[config.mk]
export PLATFORM = sky130hd
export DESIGN_NAME = html_entity_decoder
export DESIGN_NICKNAME = d
export VERILOG_FILES = /design/src/hdl/hed_pkg.sv /design/src/hdl/html_entity_decoder.sv /design/src/hdl/hed_front.sv /design/src/hdl/hed_queue.sv /design/src/hdl/hed_back.sv
export SDC_FILE = /design/constraint.sdc
export NUM_CORES = 1
export LEC_CHECK = 0
export BUFFER_PORTS_ARGS = -buffer_cell sky130_fd_sc_hd__buf_2
export CAP_MARGIN = 5
export CORE_MARGIN = 4
export CORE_UTILIZATION = 40
export DETAILED_ROUTE_END_ITERATION = 6
export GPL_TIMING_DRIVEN = 0
export MAX_ROUTING_LAYER = met4
export PLACE_DENSITY_LB_ADDON = 0.1
export SYNTH_ARGS = -nofsm -noshare
export SYNTH_HDL_FRONTEND = slang
export SYNTH_SLANG_ARGS = --single-unit
[constraint.sdc]
create_clock -name clock -period 14.52 [get_ports clock]
set_input_delay 3.63 -clock clock [delete_from_list [all_inputs] [get_ports clock]]
set_output_delay 3.63 -clock clock [all_outputs]
set_load 0.1 [all_outputs]
[src/hdl/hed_pkg.sv]
// ----------------------------------------------------------------------------
// hed_pkg
// Types, constants and helper functions shared by the HTML entity decoder.
// ----------------------------------------------------------------------------
package hed_pkg;

   localparam int unsigned MAX_OUT = 6;

   localparam logic [7:0] CHAR_AMP   = 8'h26;
   localparam logic [7:0] CHAR_HASH  = 8'h23;
   localparam logic [7:0] CHAR_SEMI  = 8'h3B;
   localparam logic [7:0] CHAR_LOW_X = 8'h78;
   localparam logic [7:0] CHAR_UP_X  = 8'h58;

   localparam logic [31:0] CP_MAX    = 32'h0010FFFF;
   localparam logic [31:0] CP_TWO    = 32'h00000080;
   localparam logic [31:0] CP_THREE  = 32'h00000800;
   localparam logic [31:0] CP_FOUR   = 32'h00010000;
   localparam logic [7:0]  LEAD_TWO  = 8'hC0;
   localparam logic [7:0]  LEAD_THR  = 8'hE0;
   localparam logic [7:0]  LEAD_FOUR = 8'hF0;
   localparam logic [7:0]  CONT_BYTE = 8'h80;

   localparam logic [5:0] ALL_NAMES = 6'h3F;

   // amp; lt; gt; quot; apos; nbsp;
   localparam logic [7:0] NAME_TEXT [6][5] = '{
      '{"a", "m", "p", ";", 8'h00},
      '{"l", "t", ";", 8'h00, 8'h00},
      '{"g", "t", ";", 8'h00, 8'h00},
      '{"q", "u", "o", "t", ";"},
      '{"a", "p", "o", "s", ";"},
      '{"n", "b", "s", "p", ";"}
   };
   localparam logic [2:0] NAME_LEN [6] = '{3'd4, 3'd3, 3'd3, 3'd5, 3'd5, 3'd5};
   localparam logic [7:0] NAME_VAL [6] = '{"&", "<", ">", 8'h22, 8'h27, " "};

   typedef enum logic [4:0] {
      MODE_PLAIN  = 5'b00001,
      MODE_AMP    = 5'b00010,
      MODE_HASH   = 5'b00100,
      MODE_DIGITS = 5'b01000,
      MODE_NAME   = 5'b10000
   } hed_mode_type;

   typedef struct packed {
      logic [4:0][7:0] b;
      logic [2:0]      len;
   } hed_seg_type;

   typedef struct packed {
      logic       ok;
      logic [3:0] val;
   } hed_digit_type;

   typedef struct packed {
      logic [MAX_OUT-1:0][7:0] data;
      logic [2:0]              count;
      logic                    eot;
      logic                    bare;
   } hed_entry_type;

   function automatic hed_digit_type digit_of(input logic [7:0] c, input logic hex);
      hed_digit_type d;
      d = '0;
      if (c >= "0" && c <= "9") begin
         d.ok  = 1'b1;
         d.val = 4'(c - 8'h30);
      end else if (hex && c >= "a" && c <= "f") begin
         d.ok  = 1'b1;
         d.val = 4'(c - 8'h57);
      end else if (hex && c >= "A" && c <= "F") begin
         d.ok  = 1'b1;
         d.val = 4'(c - 8'h37);
      end
      return d;
   endfunction

   function automatic hed_seg_type encode_cp(input logic [31:0] cp);
      hed_seg_type s;
      s = '0;
      if (cp == 32'd0 || cp > CP_MAX) begin
         s.len = 3'd0;
      end else if (cp < CP_TWO) begin
         s.b[0] = cp[7:0];
         s.len  = 3'd1;
      end else if (cp < CP_THREE) begin
         s.b[0] = LEAD_TWO | {3'b000, cp[10:6]};
         s.b[1] = CONT_BYTE | {2'b00, cp[5:0]};
         s.len  = 3'd2;
      end else if (cp < CP_FOUR) begin
         s.b[0] = LEAD_THR | {4'h0, cp[15:12]};
         s.b[1] = CONT_BYTE | {2'b00, cp[11:6]};
         s.b[2] = CONT_BYTE | {2'b00, cp[5:0]};
         s.len  = 3'd3;
      end else begin
         s.b[0] = LEAD_FOUR | {5'b00000, cp[20:18]};
         s.b[1] = CONT_BYTE | {2'b00, cp[17:12]};
         s.b[2] = CONT_BYTE | {2'b00, cp[11:6]};
         s.b[3] = CONT_BYTE | {2'b00, cp[5:0]};
         s.len  = 3'd4;
      end
      return s;
   endfunction

   function automatic hed_seg_type literal_ref(input logic [3:0][7:0] pend,
                                              input logic [2:0] cnt);
      hed_seg_type s;
      s      = '0;
      s.b[0] = CHAR_AMP;
      s.b[1] = pend[0];
      s.b[2] = pend[1];
      s.b[3] = pend[2];
      s.b[4] = pend[3];
      s.len  = cnt + 3'd1;
      return s;
   endfunction

endpackage

[src/hdl/html_entity_decoder.sv]
// ----------------------------------------------------------------------------
// html_entity_decoder
// Streaming HTML character reference decoder producing UTF-8 bytes.
// ----------------------------------------------------------------------------
// Input channel req_*: one text byte per transaction, req_end_of_text on the
// final byte of a text. Output channel rsp_*: one byte per transaction, with
// rsp_last_in_run on the final byte caused by an input byte and rsp_text_done
// on the final byte of the text; a text end that yields no byte gives one
// transaction with rsp_byte_valid low.
// Throughput: one input byte per cycle while req_stall is low. The scanner
// turns each byte into a burst of 0 to 6 output bytes in the cycle it is
// accepted; the serializer sends one byte per cycle while rsp_stall is low.
// The first byte of a burst is written into the queue and then into the
// registered result stage before it appears on rsp_*.
// Bursts wait in a QUEUE_DEPTH-entry queue; req_stall rises when it is full,
// which happens when rsp_stall is held or long bursts arrive back to back.
// A stalled rsp_* transaction holds its payload.
// Reset (synchronous) empties the queue and the output stage and returns the
// scanner to plain text with no open reference.
// ----------------------------------------------------------------------------
module html_entity_decoder #(
   parameter int unsigned QUEUE_DEPTH = 4
) (
   input  logic       clock,
   input  logic       reset,
   input  logic       req_valid,
   output logic       req_stall,
   input  logic [7:0] req_in_byte,
   input  logic       req_end_of_text,
   output logic       rsp_valid,
   input  logic       rsp_stall,
   output logic [7:0] rsp_out_byte,
   output logic       rsp_byte_valid,
   output logic       rsp_last_in_run,
   output logic       rsp_text_done
);
   import hed_pkg::*;

   logic          accept;
   logic          push;
   hed_entry_type push_entry;
   hed_entry_type head;
   logic          q_valid;
   logic          q_full;
   logic          q_pop;

   assign req_stall = q_full;
   assign accept    = req_valid && !q_full;

   hed_front u_front (
      .clock       (clock),
      .reset       (reset),
      .accept      (accept),
      .in_byte     (req_in_byte),
      .end_of_text (req_end_of_text),
      .push        (push),
      .entry       (push_entry)
   );

   hed_queue #(
      .DEPTH (QUEUE_DEPTH)
   ) u_queue (
      .clock     (clock),
      .reset     (reset),
      .push      (push),
      .push_data (push_entry),
      .pop       (q_pop),
      .head      (head),
      .not_empty (q_valid),
      .full      (q_full)
   );

   hed_back u_back (
      .clock           (clock),
      .reset           (reset),
      .q_valid         (q_valid),
      .q_head          (head),
      .q_pop           (q_pop),
      .rsp_valid       (rsp_valid),
      .rsp_stall       (rsp_stall),
      .rsp_out_byte    (rsp_out_byte),
      .rsp_byte_valid  (rsp_byte_valid),
      .rsp_last_in_run (rsp_last_in_run),
      .rsp_text_done   (rsp_text_done)
   );

endmodule

[src/hdl/hed_front.sv]
// ----------------------------------------------------------------------------
// hed_front
// Reference scanner: classifies each input byte and builds the burst of
// output bytes it causes as one queue entry.
// ----------------------------------------------------------------------------
module hed_front (
   input  logic                  clock,
   input  logic                  reset,
   input  logic                  accept,
   input  logic [7:0]            in_byte,
   input  logic                  end_of_text,
   output logic                  push,
   output hed_pkg::hed_entry_type entry
);
   import hed_pkg::*;

   hed_mode_type    mode_ff, mode_nx, mode_in;
   logic [3:0][7:0] pend_ff, pend_nx;
   logic [2:0]      cnt_ff, cnt_nx, cnt_in;
   logic [31:0]     cp_ff, cp_nx, cp_in;
   logic            hex_ff, hex_nx, hex_in;
   logic [5:0]      cand_ff, cand_nx, cand_in;

   hed_digit_type   dig;
   hed_seg_type     seg_a, seg_c;
   logic            b_len;
   logic [7:0]      b_byte;
   logic            name_step, do_plain, clr;
   logic [5:0]      hit, fin, nxt;
   logic [7:0]      name_out;
   logic [31:0]     cp_mul, cp_acc;
   logic [3:0]      total;

   always_comb begin
      logic [2:0] pos;
      pos = cnt_ff;
      hit = '0;
      fin = '0;
      nxt = '0;
      name_out = 8'h00;
      for (int k = 0; k < 6; k++) begin
         hit[k] = cand_ff[k] && (pos < NAME_LEN[k]) && (NAME_TEXT[k][pos] == in_byte);
         fin[k] = hit[k] && ((pos + 3'd1) == NAME_LEN[k]);
         nxt[k] = hit[k] && !fin[k];
         if (fin[k]) begin
            name_out = NAME_VAL[k];
         end
      end
   end

   assign dig    = digit_of(in_byte, hex_ff);
   assign cp_mul = hex_ff ? (cp_ff << 4) : ((cp_ff << 3) + (cp_ff << 1));
   assign cp_acc = cp_mul + {28'h0, dig.val};

   always_comb begin
      mode_nx   = mode_ff;
      pend_nx   = pend_ff;
      cnt_nx    = cnt_ff;
      cp_nx     = cp_ff;
      hex_nx    = hex_ff;
      cand_nx   = cand_ff;
      seg_a     = '0;
      b_len     = 1'b0;
      b_byte    = in_byte;
      name_step = 1'b0;
      do_plain  = 1'b0;
      clr       = 1'b0;

      unique case (mode_ff)
         MODE_AMP: begin
            if (in_byte == CHAR_HASH) begin
               pend_nx[0] = in_byte;
               cnt_nx     = 3'd1;
               mode_nx    = MODE_HASH;
            end else begin
               name_step = 1'b1;
            end
         end
         MODE_NAME: begin
            name_step = 1'b1;
         end
         MODE_HASH: begin
            if (dig.ok) begin
               cp_nx   = {28'h0, dig.val};
               mode_nx = MODE_DIGITS;
            end else if (cnt_ff == 3'd1 && !hex_ff &&
                         (in_byte == CHAR_LOW_X || in_byte == CHAR_UP_X)) begin
               pend_nx[1] = in_byte;
               cnt_nx     = 3'd2;
               hex_nx     = 1'b1;
            end else begin
               seg_a    = literal_ref(pend_ff, cnt_ff);
               do_plain = 1'b1;
            end
         end
         MODE_DIGITS: begin
            if (dig.ok) begin
               cp_nx = cp_acc;
            end else begin
               seg_a = encode_cp(cp_ff);
               if (in_byte == CHAR_SEMI) begin
                  clr = 1'b1;
               end else begin
                  do_plain = 1'b1;
               end
            end
         end
         default: begin
            do_plain = 1'b1;
         end
      endcase

      if (name_step) begin
         if (|fin) begin
            b_len  = 1'b1;
            b_byte = name_out;
            clr    = 1'b1;
         end else if (nxt != 6'd0 && cnt_ff < 3'd4) begin
            pend_nx[cnt_ff[1:0]] = in_byte;
            cnt_nx               = cnt_ff + 3'd1;
            cand_nx              = nxt;
            mode_nx              = MODE_NAME;
         end else begin
            seg_a    = literal_ref(pend_ff, cnt_ff);
            do_plain = 1'b1;
         end
      end

      if (clr || do_plain) begin
         mode_nx = MODE_PLAIN;
         cnt_nx  = 3'd0;
         cp_nx   = 32'd0;
         hex_nx  = 1'b0;
         cand_nx = ALL_NAMES;
      end
      if (do_plain) begin
         if (in_byte == CHAR_AMP) begin
            mode_nx = MODE_AMP;
         end else begin
            b_len = 1'b1;
         end
      end
   end

   // end-of-text flush and return to idle
   always_comb begin
      seg_c   = '0;
      mode_in = mode_nx;
      cnt_in  = cnt_nx;
      cp_in   = cp_nx;
      hex_in  = hex_nx;
      cand_in = cand_nx;
      if (end_of_text) begin
         if (mode_nx == MODE_DIGITS) begin
            seg_c = encode_cp(cp_nx);
         end else if (mode_nx != MODE_PLAIN) begin
            seg_c = literal_ref(pend_nx, cnt_nx);
         end
         mode_in = MODE_PLAIN;
         cnt_in  = 3'd0;
         cp_in   = 32'd0;
         hex_in  = 1'b0;
         cand_in = ALL_NAMES;
      end
   end

   always_comb begin
      logic [3:0] len_ab;
      logic [3:0] idx;
      logic [3:0] j;
      len_ab = {1'b0, seg_a.len} + {3'b000, b_len};
      total  = len_ab + {1'b0, seg_c.len};
      entry  = '0;
      for (int i = 0; i < MAX_OUT; i++) begin
         idx = 4'(i);
         j   = idx - len_ab;
         if (idx < {1'b0, seg_a.len}) begin
            entry.data[i] = seg_a.b[idx[2:0]];
         end else if (idx < len_ab) begin
            entry.data[i] = b_byte;
         end else if (j < 4'd5) begin
            entry.data[i] = seg_c.b[j[2:0]];
         end else begin
            entry.data[i] = 8'h00;
         end
      end
      entry.bare  = (total == 4'd0);
      entry.count = entry.bare ? 3'd1 : total[2:0];
      entry.eot   = end_of_text;
   end

   assign push = accept && (total != 4'd0 || end_of_text);

   always_ff @(posedge clock) begin
      if (reset) begin
         mode_ff <= MODE_PLAIN;
         cnt_ff  <= 3'd0;
         cp_ff   <= 32'd0;
         hex_ff  <= 1'b0;
         cand_ff <= ALL_NAMES;
      end else if (accept) begin
         mode_ff <= mode_in;
         cnt_ff  <= cnt_in;
         cp_ff   <= cp_in;
         hex_ff  <= hex_in;
         cand_ff <= cand_in;
      end
   end

   always_ff @(posedge clock) begin
      if (accept) begin
         pend_ff <= pend_nx;
      end
   end

endmodule

[src/hdl/hed_queue.sv]
// ----------------------------------------------------------------------------
// hed_queue
// Small FIFO of byte bursts between the scanner and the serializer.
// ----------------------------------------------------------------------------
module hed_queue #(
   parameter int unsigned DEPTH = 4
) (
   input  logic                  clock,
   input  logic                  reset,
   input  logic                  push,
   input  hed_pkg::hed_entry_type push_data,
   input  logic                  pop,
   output hed_pkg::hed_entry_type head,
   output logic                  not_empty,
   output logic                  full
);
   import hed_pkg::*;

   localparam int unsigned PW = (DEPTH > 1) ? $clog2(DEPTH) : 1;
   localparam int unsigned CW = $clog2(DEPTH + 1);
   localparam logic [PW-1:0] LAST_PTR = PW'(DEPTH - 1);
   localparam logic [CW-1:0] FULL_CNT = CW'(DEPTH);

   hed_entry_type store [DEPTH];
   logic [PW-1:0] wr_ptr_ff, wr_ptr_in;
   logic [PW-1:0] rd_ptr_ff, rd_ptr_in;
   logic [CW-1:0] cnt_ff, cnt_in;
   logic          do_push, do_pop;

   assign not_empty = (cnt_ff != '0);
   assign full      = (cnt_ff == FULL_CNT);
   assign do_push   = push && !full;
   assign do_pop    = pop && not_empty;
   assign head      = store[rd_ptr_ff];

   always_comb begin
      wr_ptr_in = wr_ptr_ff;
      rd_ptr_in = rd_ptr_ff;
      cnt_in    = cnt_ff;
      if (do_push) begin
         wr_ptr_in = (wr_ptr_ff == LAST_PTR) ? '0 : wr_ptr_ff + PW'(1);
      end
      if (do_pop) begin
         rd_ptr_in = (rd_ptr_ff == LAST_PTR) ? '0 : rd_ptr_ff + PW'(1);
      end
      if (do_push && !do_pop) begin
         cnt_in = cnt_ff + CW'(1);
      end else if (do_pop && !do_push) begin
         cnt_in = cnt_ff - CW'(1);
      end
   end

   always_ff @(posedge clock) begin
      if (reset) begin
         wr_ptr_ff <= '0;
         rd_ptr_ff <= '0;
         cnt_ff    <= '0;
      end else begin
         wr_ptr_ff <= wr_ptr_in;
         rd_ptr_ff <= rd_ptr_in;
         cnt_ff    <= cnt_in;
      end
   end

   always_ff @(posedge clock) begin
      if (do_push) begin
         store[wr_ptr_ff] <= push_data;
      end
   end

endmodule

[src/hdl/hed_back.sv]
// ----------------------------------------------------------------------------
// hed_back
// Serializer: sends the bytes of the head burst one per cycle, while
// rsp_stall is low, through a registered result stage.
// ----------------------------------------------------------------------------
module hed_back (
   input  logic                  clock,
   input  logic                  reset,
   input  logic                  q_valid,
   input  hed_pkg::hed_entry_type q_head,
   output logic                  q_pop,
   output logic                  rsp_valid,
   input  logic                  rsp_stall,
   output logic [7:0]            rsp_out_byte,
   output logic                  rsp_byte_valid,
   output logic                  rsp_last_in_run,
   output logic                  rsp_text_done
);
   import hed_pkg::*;

   logic [2:0] idx_ff, idx_in;
   logic       vld_ff, vld_in;
   logic [7:0] byte_ff, byte_in;
   logic       bval_ff, bval_in;
   logic       last_ff, last_in;
   logic       done_ff, done_in;
   logic       out_free, load, is_last;

   assign out_free = !vld_ff || !rsp_stall;
   assign load     = out_free && q_valid;
   assign is_last  = (idx_ff == (q_head.count - 3'd1));
   assign q_pop    = load && is_last;

   always_comb begin
      idx_in  = idx_ff;
      vld_in  = vld_ff;
      byte_in = byte_ff;
      bval_in = bval_ff;
      last_in = last_ff;
      done_in = done_ff;
      if (out_free) begin
         vld_in = q_valid;
      end
      if (load) begin
         idx_in  = is_last ? 3'd0 : idx_ff + 3'd1;
         byte_in = q_head.bare ? 8'h00 : q_head.data[idx_ff];
         bval_in = !q_head.bare;
         last_in = is_last;
         done_in = is_last && q_head.eot;
      end
   end

   always_ff @(posedge clock) begin
      if (reset) begin
         idx_ff <= 3'd0;
         vld_ff <= 1'b0;
      end else begin
         idx_ff <= idx_in;
         vld_ff <= vld_in;
      end
   end

   always_ff @(posedge clock) begin
      byte_ff <= byte_in;
      bval_ff <= bval_in;
      last_ff <= last_in;
      done_ff <= done_in;
   end

   assign rsp_valid       = vld_ff;
   assign rsp_out_byte    = byte_ff;
   assign rsp_byte_valid  = bval_ff;
   assign rsp_last_in_run = last_ff;
   assign rsp_text_done   = done_ff;

endmodule

==> results of run 1 <==
-- flip-flops by register name, summed over array words and instances (netlist names), 2 cells and up, named ones only --
signal               flops
u_queue.store          212
u_front.cp_ff           32
u_front.pend_ff         32
u_back.rsp_out_byte      8
u_front.cand_ff          6
u_front.mode_ff          5
u_back.idx_ff            3
u_front.cnt_ff           3
u_queue.cnt_ff           3
u_queue.rd_ptr_ff        2
u_queue.wr_ptr_ff        2
-- power breakdown --
group,internal [mW],switching (mW)
clock,0.520,0.393
sequential,1.09,0.0317
combinational,0.224,0.464
-- synth_stat cells, types with 12 or more instances --
library cell / count
sky130_fd_sc_hd__nor2_1: 205
sky130_fd_sc_hd__a21oi_1: 172
sky130_fd_sc_hd__clkbuf_1: 120
sky130_fd_sc_hd__or3_1: 27
sky130_fd_sc_hd__a211oi_1: 19
sky130_fd_sc_hd__edfxtp_1: 255
sky130_fd_sc_hd__buf_1: 16
sky130_fd_sc_hd__a21o_1: 33
sky130_fd_sc_hd__nand2_1: 236
sky130_fd_sc_hd__mux4_2: 61
sky130_fd_sc_hd__o22ai_1: 17
sky130_fd_sc_hd__o21ai_1: 19
sky130_fd_sc_hd__ha_1: 69
sky130_fd_sc_hd__mux2_2: 13
sky130_fd_sc_hd__a32oi_1: 12
sky130_fd_sc_hd__and2_1: 31
sky130_fd_sc_hd__inv_1: 53
sky130_fd_sc_hd__o211ai_1: 16
sky130_fd_sc_hd__mux2i_1: 30
sky130_fd_sc_hd__o221ai_1: 14
sky130_fd_sc_hd__dfxtp_1: 60
sky130_fd_sc_hd__o21ai_0: 130
sky130_fd_sc_hd__xnor2_1: 36
sky130_fd_sc_hd__o31ai_1: 27
sky130_fd_sc_hd__o21a_1: 23
sky130_fd_sc_hd__nor3_1: 56
sky130_fd_sc_hd__a22oi_1: 31
sky130_fd_sc_hd__nor2b_1: 17
sky130_fd_sc_hd__nand3_1: 81
sky130_fd_sc_hd__a31oi_1: 30
sky130_fd_sc_hd__xor2_1: 20
sky130_fd_sc_hd__and3_1: 19
sky130_fd_sc_hd__nand4_1: 31
sky130_fd_sc_hd__nor4_1: 32
sky130_fd_sc_hd__a221oi_1: 22
sky130_fd_sc_hd__nand2b_1: 20
-- cell families after synthesis --
group                      share of synthesized area [%]
buffers and inverters                               3.55
DFF                                                 40.9
xor gates and xnor gates                            2.34
and+or+nand+nor                                     18.5
adders and majority gates                           4.36
AOI/OAI and AO/OA                                   22.0
muxes                                               8.40
-- layer usage --
layer | wire length (um) | vias up
li1 | - | 8942
met1 | 37300 | 10100
met5 | 0 | -
met4 | 3800 | 0
met2 | 42000 | 951
met3 | 6150 | 223
-- through the flow --
step | power (mW) | worst slack (ns) | TNS, ns
after floorplan | 1.62 | 2.66 | 0
after global placement | 1.82 | -1.14 | -236.22
after detailed placement | 1.84 | -0.126 | -0.147
after CTS | 2.75 | 0.470 | 0
after global routing | 2.83 | 0.00705 | 0
final | 2.72 | 0.684 | 0
-- worst max-delay path, delay by kind of cell --
| family | cells | cell delay [ns] |
|---|---|---|
| xor gates and xnor gates | 2 | 0.77 |
| adders and majority gates | 5 | 1.78 |
| and+or+nand+nor | 10 | 2.94 |
| AOI/OAI and AO/OA | 10 | 2.98 |
| buffers and inverters | 7 | 1.88 |
| muxes | 1 | 0.34 |
-- timing repair --
| action | CTS | global route |
|---|---|---|
| endpoints found under the setup margin | 0 | 215 |
| hold buffers | 0 | 0 |
| gates resized for setup | 0 | 2 |
| buffers inserted | 0 | 0 |
-- layout make-up --
class,count,share of cell area [%]
clock buffer,52,4.28
multi-input combinational,1760,50.4
timing repair buffer,27,0.696
tap,696,3.64
inverter,60,0.942
buffer,142,2.28
sequential,315,37.0
clock inverter,17,0.706
-- path summary, 6_finish.rpt --
kind,endpoint,start,slack (ns),cells past startpoint
max,u_queue.cnt_ff[2]$_SDFFE_PP0P_,req_in_byte[1],0.68,35
min,u_front.cand_ff[0]$_SDFFE_PP1P_,u_front.cand_ff[0]$_SDFFE_PP1P_,0.47,2
max reg2reg,u_queue.cnt_ff[2]$_SDFFE_PP0P_,u_front.hex_ff$_SDFFE_PP0P_,3.20,32
min reg2reg,u_front.cand_ff[0]$_SDFFE_PP1P_,u_front.cand_ff[0]$_SDFFE_PP1P_,0.47,2
==> reports/qor_table.md, run 1 <==
| Group | Metric | Value |
|---|---|---|
| pwr | Power density over cell area | 114 nW/um2 |
| sta | Unrepaired setup endpoints after global routing | false |
| place | Placed cell count | 3000 |
| synth | Sequential cell area fraction in the yosys report | 40.9% |
| synth | Per-instance average area after synthesis | 9.51 um2 |
| setup path | Nature of the critical path endpoint | flip-flop |
| drt | WL per Instance | 29.1 um |
| status | Status | completed |
| setup path | Critical Path Start Type | input port |
| sta | Max-slew violation count | 0 |
| final layout | Area added between synthesis and finish | 10.4% |
| synth | Netlist area before placement | 21700 um2 |
| place | Placed Area | 22700 um2 |
| sta | Setup clock skew after layout | 0.0247 ns |
| global route | Vias in the first global route | 18900 |
| global route | Number of antenna violations at the first check in global routing | 2 |
| synth | Post-synth top area share | 35.3% |
| sta | Relative slew slack | 11.8% |
| hold path | Path type of the worst min-delay path | reg2reg |
| sta | Final hold violation count | 0 |
| final layout | Filler cell count | 5262 |
| synth | Predominant post-synthesis flop cell | sky130_fd_sc_hd__edfxtp_1 |
| drt | Post-detailed-routing wire length | 89300 um |
| floorplan | Core area | 53700 um2 |
| final layout | Non-filler cells in the finished layout | 3069 |
| clock tree | Clock tree root driver cell | sky130_fd_sc_hd__clkbuf_16 |
| sta | Max Freq | 0.0723 GHz |
| drt | DRC violation count after routing | 0 |
| drt | Via total after detailed routing | 20200 |
| floorplan | Site Rows | 85 |
| final layout | Most frequent standard cell in the layout excluding fill and tap cells | sky130_fd_sc_hd__edfxtp_1 |
| place | PortBufs | 21 |
| synth | Unique masters post-synth | 99 |
| sta | Min Hold Slack | 0.468 ns |
| flow run | Max-capacitance violation count | 0 |
| synth | Register bit count reported by yosys | 315 |
| synth | Cells taking the most area after synthesis | sky130_fd_sc_hd__edfxtp_1, sky130_fd_sc_hd__mux4_2, sky130_fd_sc_hd__dfxtp_1 |
| setup path | Classification of the worst setup path | in2reg |
| synth | Count of flip-flops with a built-in enable after synthesis | 255 |
| global route | Global-route wire length before repair | 130000 um |
| global route | Global route overflow | 0 |
| clock tree | Clk sinks | 315 |
| setup path | Critical Path Max Stage Delay | 0.77 ns |
| drt | Number of nets still failing antenna checks after routing | 0 |
| sta | Slew @ Worst Pin | 1.31 ns |
| final layout | Area occupied by multi-input gates | 12100 um2 |
| synth | Share of flip-flops with an asynchronous set or reset | 0% |
| synth | Total nets after synthesis | 2363 |
| place | Placed wire-length estimate | 68700 um |
| final layout | Post-Layout Inst Area | 23900 um2 |
| clock tree | Buffers from clock root to sink, at most | 3 |
| sta | Final number of setup-violating endpoints | 0 |
| pwr | Leakage power | 8.39 nW |
| global route | Largest net degree at the start of global routing | 54 |
| final layout | Fraction of final layout cells sized beyond drive strength 1 | 8.93% |
| final layout | Total area of sequential cells | 8860 um2 |
| clock tree | Clock edge transition at the registers on the reported setup and hold paths | 0.06 ns |
| final layout | Top library cells by usage in the layout, fill and taps aside | sky130_fd_sc_hd__edfxtp_1, sky130_fd_sc_hd__nand2_1, sky130_fd_sc_hd__nor2_1, sky130_fd_sc_hd__a21oi_1, sky130_fd_sc_hd__clkbuf_1 |
| synth | Post-synthesis cell count | 2277 |
| global route | Met1 capacity usage during global routing | 40.5% |
| setup path | Highest net fanout along the worst path | 10 |
| floorplan | Floorplan die area | 57900 um2 |
| clock tree | CTS tree | yes |
| setup path | Data arrival time of the critical path | 14.32 ns |
| setup path | Critical Path Slowest Stage Cell | sky130_fd_sc_hd__a21oi_1 |
| final layout | Final core utilization | 44.5% |
| floorplan | I/O pins | 26 |
| global route | Layer with the highest usage | met2 |
| global route | Met2 Use GR | 50.6% |
| floorplan | Die Span Y | 241 um |
| floorplan | Width of the die | 241 um |
| place | Final estimated routing congestion in global placement | 1.05 |
| setup path | Required time worst endpoint | 15.01 ns |
| clock tree | Number of buffers created by CTS | 38 |
| final layout | Layout Nets | 2430 |
| drt | Initial DRC count | 2588 |
| final layout | Antenna cell count | 0 |
| drt | Pre-antenna DRT Iters | 6 |
| clock tree | Source-to-sink clock delay at the later pin of the worst-skew pair | 0.57 ns |
| setup path | Crit path top cell by count | sky130_fd_sc_hd__a21oi_1 |
| clock tree | H-tree level count | 2 |
| pwr | Maximum ir drop on the vdd rail | 0.162 mV |
| global route | Met3 GRT Util | 4.22% |
| sta | Share of the clock period used by the worst path after layout | 95.3% |
| global route | All-Layer GR Usage | 31.1% |
| synth | Cell type contributing the most total cell area after synthesis | sky130_fd_sc_hd__edfxtp_1 |
| floorplan | Starting utilization of the core area | 40.3% |
| sta | Post-route minimum period | 13.84 ns |
| synth | Synth warnings | 0 |
| drt | Vias/cell | 6.59 |
Note: power is estimated with default switching activity, not from simulation.
==> inputs of run 2 (changes only) <==
--- a/config.mk
+++ b/config.mk
@@ -13,6 +13,7 @@
 export GPL_TIMING_DRIVEN = 0
 export MAX_ROUTING_LAYER = met4
 export PLACE_DENSITY_LB_ADDON = 0.1
+export RECOVER_POWER = 25
 export SYNTH_ARGS = -nofsm -noshare
 export SYNTH_HDL_FRONTEND = slang
 export SYNTH_SLANG_ARGS = --single-unit
==> reports/qor_table.md, run 2 (synthesis results as in run 1) <==
| Group | Metric | Value | vs previous |
|---|---|---|---|
| setup path | Nature of the critical path endpoint | flip-flop | unchanged |
| clock tree | Buffers from clock root to sink, at most | 3 | unchanged |
| drt | Via total after detailed routing | 20200 | about the same |
| final layout | Non-filler cells in the finished layout | 3069 | unchanged |
| floorplan | Width of the die | 241 um | unchanged |
| global route | All-Layer GR Usage | 31.1% | unchanged |
| status | Status | finished, violations left | was completed |
| setup path | Worst Reg2Reg Path Length in Cells | 32 | unchanged |
| setup path | Startpoint of the most critical register-to-register path | u_front.hex_ff$_SDFFE_PP0P_ | unchanged |
| setup path | Reg-to-reg slack, setup | 3.19 ns | was 3.20 ns |
| sta | Max Freq | 0.0723 GHz | about the same |
| clock tree | CTS tree | yes | unchanged |
| final layout | Fraction of final layout cells sized beyond drive strength 1 | 7.71% | was 8.93% |
| clock tree | Clock tree root driver cell | sky130_fd_sc_hd__clkbuf_16 | unchanged |
| sta | Unrepaired setup endpoints after global routing | false | unchanged |
| clock tree | Clk sinks | 315 | unchanged |
| final layout | Top reg by flops | u_queue.store | unchanged |
| sta | Final number of setup-violating endpoints | 0 | unchanged |
| sta | Final hold violation count | 0 | unchanged |
| hold path | Hold path startpoint | u_front.cand_ff[0]$_SDFFE_PP1P_ | unchanged |
| clock tree | H-tree level count | 2 | unchanged |
| hold path | Hold Path Cell Cnt | 2 | unchanged |
| drt | Initial DRC count | 2575 | was 2588 |
| setup path | Crit path top cell by count | sky130_fd_sc_hd__a21oi_1 | unchanged |
| hold path | Path type of the worst min-delay path | reg2reg | unchanged |
| setup path | Data arrival time of the critical path | 14.32 ns | about the same |
| pwr | Power density over cell area | 114 nW/um2 | about the same |
| final layout | Registers with the most flip-flops | u_queue.store: 212 flops, u_front.cp_ff: 32 flops, u_front.pend_ff: 32 flops | unchanged |
| drt | WL per Instance | 29.1 um | about the same |
| floorplan | Die Span Y | 241 um | unchanged |
| drt | Topmost layer with routed signal wires | met4 | unchanged |
| drt | Vias/cell | 6.58 | was 6.59 |
| final layout | Final core utilization | 44.4% | was 44.5% |
| final layout | Flip-flop count of the largest register after layout | 212 | unchanged |
| final layout | Top library cells by usage in the layout, fill and taps aside | sky130_fd_sc_hd__edfxtp_1, sky130_fd_sc_hd__nand2_1, sky130_fd_sc_hd__nor2_1, sky130_fd_sc_hd__a21oi_1, sky130_fd_sc_hd__clkbuf_1 | unchanged |
| setup path | Critical path's top delay family | compound AO/OA/AOI/OAI gates | unchanged |
| clock tree | Number of buffers created by CTS | 38 | unchanged |
| global route | Global-route wire length before repair | 130000 um | unchanged |
| final layout | Antenna cell count | 0 | unchanged |
| setup path | Classification of the worst setup path | in2reg | unchanged |
| place | PortBufs | 21 | unchanged |
| floorplan | Site Rows | 85 | unchanged |
| global route | Largest net degree at the start of global routing | 54 | unchanged |
| setup path | Required time worst endpoint | 15.00 ns | was 15.01 ns |
| final layout | Layout Nets | 2430 | unchanged |
| place | Final estimated routing congestion in global placement | 1.05 | unchanged |
| pwr | Total chip power | 2.71 mW | was 2.72 mW |
| setup path | Worst path bufs/invs | 7 | unchanged |
| sta | Relative slew slack | -44.8% | was 11.8% |
| setup path | Critical Path Max Stage Delay | 0.77 ns | about the same |
| final layout | Filler cell count | 5281 | was 5262 |
| drt | DRC violation count after routing | 0 | unchanged |
| sta | Slew @ Worst Pin | 2.17 ns | was 1.31 ns |
| place | Placed cell count | 3000 | unchanged |
| floorplan | I/O pins | 26 | unchanged |
| drt | Pre-antenna DRT Iters | 6 | unchanged |
| final layout | Area added between synthesis and finish | 10.1% | was 10.4% |
| global route | Number of antenna violations at the first check in global routing | 3 | was 2 |
| hold path | Terminating pin of the worst hold path | u_front.cand_ff[0]$_SDFFE_PP1P_ | unchanged |
| sta | Setup TNS after final layout | 0 ns | unchanged |
| sta | Min Hold Slack | 0.468 ns | about the same |
| sta | Share of the clock period used by the worst path after layout | 95.3% | about the same |
| drt | Met3 wirelength from detailed routing | 6390 um | was 6150 um |
| clock tree | Clock edge transition at the registers on the reported setup and hold paths | 0.06 ns | about the same |
| setup path | Highest net fanout along the worst path | 10 | unchanged |
| clock tree | Hold Buf Count CTS | 0 | unchanged |
| clock tree | Source-to-sink clock delay at the later pin of the worst-skew pair | 0.57 ns | about the same |
| clock tree | Post-CTS Repair Setup Buffers | 0 | unchanged |
| floorplan | Floorplan die area | 57900 um2 | unchanged |
| drt | Number of nets still failing antenna checks after routing | 0 | unchanged |
| status | Failing checks | max-capacitance violations, max-slew violations |  |
| pwr | Leakage power | 8.31 nW | was 8.39 nW |
| sta | Post-route minimum period | 13.84 ns | about the same |
| drt | DR WL met2 | 42300 um | was 42000 um |
| setup path | Worst r2r dst | u_queue.cnt_ff[2]$_SDFFE_PP0P_ | unchanged |
| global route | Global route overflow | 0 | unchanged |
| drt | Post-detailed-routing wire length | 89200 um | was 89300 um |
| setup path | Critical Path Slowest Stage Cell | sky130_fd_sc_hd__a21oi_1 | unchanged |
| sta | Setup clock skew after layout | 0.0256 ns | was 0.0247 ns |
| floorplan | Core area | 53700 um2 | unchanged |
| place | Placed wire-length estimate | 68700 um | unchanged |
| floorplan | Starting utilization of the core area | 40.3% | unchanged |
| pwr | Maximum ir drop on the vdd rail | 0.148 mV | was 0.162 mV |
| sta | Max-slew violation count | 50 | was 0 |
| final layout | Most frequent standard cell in the layout excluding fill and tap cells | sky130_fd_sc_hd__edfxtp_1 | unchanged |
| setup path | Critical Path Start Type | input port | unchanged |
| global route | Vias in the first global route | 18900 | unchanged |
| drt | Post-Route M1 WL | 37000 um | was 37300 um |
| flow run | Max-capacitance violation count | 4 | was 0 |
-- run 2: through the flow --
stage / worst slack, ns / area [um2]
floorplan: 2.66 / 21700
global placement: -1.14 / 22600
detailed placement: -0.126 / 22700
CTS: 0.470 / 23900
global route: 0.00922 / 23900
finish: 0.680 / 23900
-- run 2: worst min-delay path: cells and delay by family (launching register included) --
family        cells  cell delay, ns
flops             1            0.32
simple gates      2            0.12
-- run 2: worst max-delay path by stage --
| stage | slack [ns] | start | depth (start not counted) | endpoint |
|---|---|---|---|---|
| 2_1_floorplan | 2.66 | req_in_byte[1] | 30 | u_queue.store[0][0]$_DFFE_PP_ |
| 3_3_place_gp | -1.14 | req_in_byte[1] | 29 | u_queue.store[3][41]$_DFFE_PP_ |
| 3_5_place_dp | -0.13 | req_in_byte[1] | 34 | u_queue.cnt_ff[2]$_SDFFE_PP0P_ |
| 4_1_cts | 0.47 | req_in_byte[1] | 34 | u_queue.cnt_ff[2]$_SDFFE_PP0P_ |
| 5_1_grt | 0.009 | req_in_byte[1] | 33 | u_queue.cnt_ff[2]$_SDFFE_PP0P_ |
| 6_report | 0.68 | req_in_byte[1] | 35 | u_queue.cnt_ff[2]$_SDFFE_PP0P_ |
-- run 2: power breakdown --
part           leakage, nW  internal, mW  switching, mW
Sequential            2.93          1.09         0.0321
Clock                0.581         0.520          0.394
Combinational         4.79         0.207          0.462
Total                 8.31          1.82          0.888
-- run 2: final cells by class --
cell class	count	area (um2)	area share [%]
inverter	60	225	0.944
tap	696	871	3.65
multi-input combinational	1760	12000	50.5
clock buffer	52	1020	4.29
clock inverter	17	169	0.708
buffer	142	543	2.28
sequential	315	8860	37.1
timing repair buffer	27	120	0.504
-- run 2: what timing repair did --
item,4_1_cts,5_1_grt
hold endpoints to repair,0,0
endpoints found under the setup margin,0,215
gates resized for setup,0,2
-- run 2: layer usage --
layer,global-route usage [%],up-vias
met2,50.6,955
met1,40.5,10100
met3,4.22,195
met5,-,-
li1,-,8944
met4,9.81,0
==> inputs of run 3 (changes only) <==
==> constraint.sdc (replaced) <==
create_clock -name clock -period 15.9 [get_ports clock]
set_input_delay 3.975 -clock clock [delete_from_list [all_inputs] [get_ports clock]]
set_output_delay 3.975 -clock clock [all_outputs]
set_load 0.1 [all_outputs]
==> reports/qor_table.md, run 3 (synthesis results as in run 1) <==
| Group | Metric | Value | vs previous |
|---|---|---|---|
| status | Status | finished, violations left | unchanged |
| status | Failing checks | max-capacitance violations, max-slew violations | unchanged |
| clock tree | Number of buffers created by CTS | 38 | unchanged |
| final layout | Antenna cell count | 0 | unchanged |
| sta | Post-route minimum period | 14.74 ns |  |
| pwr | Combinational fraction of design power | 24.7% | about the same |
| sta | Final hold violation count | 0 | unchanged |
| pwr | Power density over cell area | 104 nW/um2 | was 114 nW/um2 |
| clock tree | Clk sinks | 315 | unchanged |
| sta | Min Hold Slack | 0.469 ns | was 0.468 ns |
| drt | Met3 wirelength from detailed routing | 6100 um | was 6390 um |
| pwr | Maximum ir drop on the vdd rail | 0.135 mV | was 0.148 mV |
| clock tree | Source-to-sink clock delay at the later pin of the worst-skew pair | 0.57 ns | about the same |
| global route | Vias in the first global route | 18900 | unchanged |
| final layout | Area added between synthesis and finish | 10.0% | was 10.1% |
| setup path | Crit path top cell by count | sky130_fd_sc_hd__a21oi_1 | unchanged |
| place | Pre-CTS WS | 0.909 ns | was -0.126 ns |
| final layout | Registers with the most flip-flops | u_queue.store: 212 flops, u_front.cp_ff: 32 flops, u_front.pend_ff: 32 flops | unchanged |
| pwr | Clock share of power | 33.7% | about the same |
| sta | Slew @ Worst Pin | 2.17 ns | about the same |
| place | Placed cell count | 3000 | unchanged |
| global route | Global-route wire length before repair | 130000 um | unchanged |
| final layout | Filler cell count | 5279 | was 5281 |
| clock tree | Hold Buf Count CTS | 0 | unchanged |
| clock tree | Buffers from clock root to sink, at most | 3 | unchanged |
| global route | Largest net degree at the start of global routing | 54 | unchanged |
| final layout | Flip-flop count of the largest register after layout | 212 | unchanged |
| final layout | Non-filler cells in the finished layout | 3069 | unchanged |
| floorplan | Starting utilization of the core area | 40.3% | unchanged |
| drt | Post-detailed-routing wire length | 89200 um | about the same |
| floorplan | Core area | 53700 um2 | unchanged |
| hold path | Path type of the worst min-delay path | reg2reg | unchanged |
| final layout | Layout Nets | 2430 | unchanged |
| clock tree | Post-CTS Repair Setup Buffers | 0 | unchanged |
| floorplan | Floorplan die area | 57900 um2 | unchanged |
| setup path | Classification of the worst setup path | in2reg | unchanged |
| global route | Number of antenna violations at the first check in global routing | 3 | unchanged |
| pwr | Leakage power | 8.30 nW | was 8.31 nW |
| sta | Share of the clock period used by the worst path after layout | 92.7% |  |
| sta | Max-slew violation count | 57 | was 50 |
| setup path | Critical Path Slowest Stage Cell | sky130_fd_sc_hd__nor4_1 | was sky130_fd_sc_hd__a21oi_1 |
| setup path | Data arrival time of the critical path | 15.23 ns | was 14.32 ns |
| global route | All-Layer GR Usage | 31.1% | unchanged |
| drt | DRC violation count after routing | 0 | unchanged |
| clock tree | Clock tree root driver cell | sky130_fd_sc_hd__clkbuf_16 | unchanged |
| pwr | Switching Power | 0.809 mW | was 0.888 mW |
| final layout | Most frequent standard cell in the layout excluding fill and tap cells | sky130_fd_sc_hd__edfxtp_1 | unchanged |
| drt | Topmost layer with routed signal wires | met4 | unchanged |
| sta | Unrepaired setup endpoints after global routing | false | unchanged |
| drt | WL per Instance | 29.1 um | about the same |
| clock tree | H-tree level count | 2 | unchanged |
| setup path | Critical Path Start Type | input port | unchanged |
| final layout | Post-Layout Inst Area | 23800 um2 | was 23900 um2 |
| sta | Relative slew slack | -44.7% | was -44.8% |
| drt | Number of nets still failing antenna checks after routing | 0 | unchanged |
| setup path | Critical Path Max Stage Delay | 1.05 ns | was 0.77 ns |
| flow run | Max-capacitance violation count | 4 | unchanged |
| final layout | Top reg by flops | u_queue.store | unchanged |
| place | Final estimated routing congestion in global placement | 1.05 | unchanged |
| setup path | Highest net fanout along the worst path | 10 | unchanged |
| final layout | Fraction of final layout cells sized beyond drive strength 1 | 7.59% | was 7.71% |
| setup path | Required time worst endpoint | 16.39 ns | was 15.00 ns |
| drt | Pre-antenna DRT Iters | 6 | unchanged |
| floorplan | Die Span Y | 241 um | unchanged |
| drt | Post-Route M1 WL | 37300 um | was 37000 um |
| floorplan | Site Rows | 85 | unchanged |
| sta | Final number of setup-violating endpoints | 0 | unchanged |
| place | PortBufs | 21 | unchanged |
| clock tree | CTS tree | yes | unchanged |
| drt | Vias/cell | 6.58 | about the same |
| final layout | Top library cells by usage in the layout, fill and taps aside | sky130_fd_sc_hd__edfxtp_1, sky130_fd_sc_hd__nand2_1, sky130_fd_sc_hd__nor2_1, sky130_fd_sc_hd__a21oi_1, sky130_fd_sc_hd__clkbuf_1 | unchanged |
| clock tree | CTS-repair resized insts | 0 | unchanged |
| sta | Max Freq | 0.0678 GHz |  |
| drt | DR WL met2 | 42400 um | was 42300 um |
| floorplan | I/O pins | 26 | unchanged |
| pwr | Int Power | 1.66 mW | was 1.82 mW |
| sta | Setup clock skew after layout | 0.0249 ns | was 0.0256 ns |
| sta | Crit path setup slack, layout | 1.16 ns | was 0.680 ns |
| global route | Global route overflow | 0 | unchanged |
| setup path | Nature of the critical path endpoint | flip-flop | unchanged |
| pwr | Register share of total power | 41.6% | about the same |
| clock tree | Clock edge transition at the registers on the reported setup and hold paths | 0.06 ns | about the same |
| pwr | Switching share of power | 32.7% | was 32.8% |
| floorplan | Width of the die | 241 um | unchanged |
| drt | Via total after detailed routing | 20200 | about the same |
| place | Placed Area | 22700 um2 | unchanged |
| drt | Initial DRC count | 2449 | was 2575 |
| place | Placed wire-length estimate | 68700 um | unchanged |
==> run 3: per-stage QoR <==
| stage | setup TNS (ns) | power, mW | util (%) |
|---|---|---|---|
| 5_1_grt | 0 | 2.57 | 44.4 |
| 6_report | 0 | 2.47 | 44.4 |
| 3_5_place_dp | 0 | 1.68 | 42.3 |
| 4_1_cts | 0 | 2.51 | 44.5 |
| 3_3_place_gp | -16.79 | 1.66 | 42.2 |
| 2_1_floorplan | 0 | 1.48 | - |
==> run 3: worst max-delay path, delay by kind of cell <==
| kind | cells | cell delay [ns] |
|---|---|---|
| compound gates | 13 | 4.18 |
| xor+xnor | 2 | 0.16 |
| fa+ha+maj | 5 | 1.62 |
| buf+inv | 5 | 1.52 |
| simple gates | 10 | 3.72 |
==> run 3: cell type report <==
cell class                      count  area (um2)  share of cell area [%]
Multi-Input combinational cell   1760       12000                    50.5
Timing Repair Buffer               27         119                   0.499
Clock buffer                       52        1020                    4.29
Inverter                           60         225                   0.945
Buffer                            142         543                    2.28
Clock inverter                     17         169                   0.709
Sequential cell                   315        8860                    37.2
Tap cell                          696         871                    3.65
==> run 3: final timing paths <==
kind / startpoint / endpoint / slack, ns / depth (start not counted)
worst min-delay path: u_front.cand_ff[0]$_SDFFE_PP1P_ / u_front.cand_ff[0]$_SDFFE_PP1P_ / 0.47 / 2
worst max register to register: u_front.hex_ff$_SDFFE_PP0P_ / u_queue.cnt_ff[2]$_SDFFE_PP0P_ / 4.34 / 33
worst min register to register: u_front.cand_ff[0]$_SDFFE_PP1P_ / u_front.cand_ff[0]$_SDFFE_PP1P_ / 0.47 / 2
worst max-delay path: req_in_byte[1] / u_queue.cnt_ff[2]$_SDFFE_PP0P_ / 1.16 / 35
==> run 3: power by group through the flow <==
stage | combinational (mW) | sequential (mW) | clock, mW
3_5_place_dp | 0.633 | 1.04 | 0
2_1_floorplan | 0.332 | 1.15 | 0
3_3_place_gp | 0.618 | 1.05 | 0
4_1_cts | 0.635 | 1.03 | 0.851
6_report | 0.611 | 1.03 | 0.833
5_1_grt | 0.651 | 1.04 | 0.887
==> run 3: routing by layer <==
layer  global-route usage, %  vias up
met5                       -        -
met4                    9.81        0
met3                    4.22      178
met2                    50.6      953
met1                    40.5    10100
li1                        -     8947
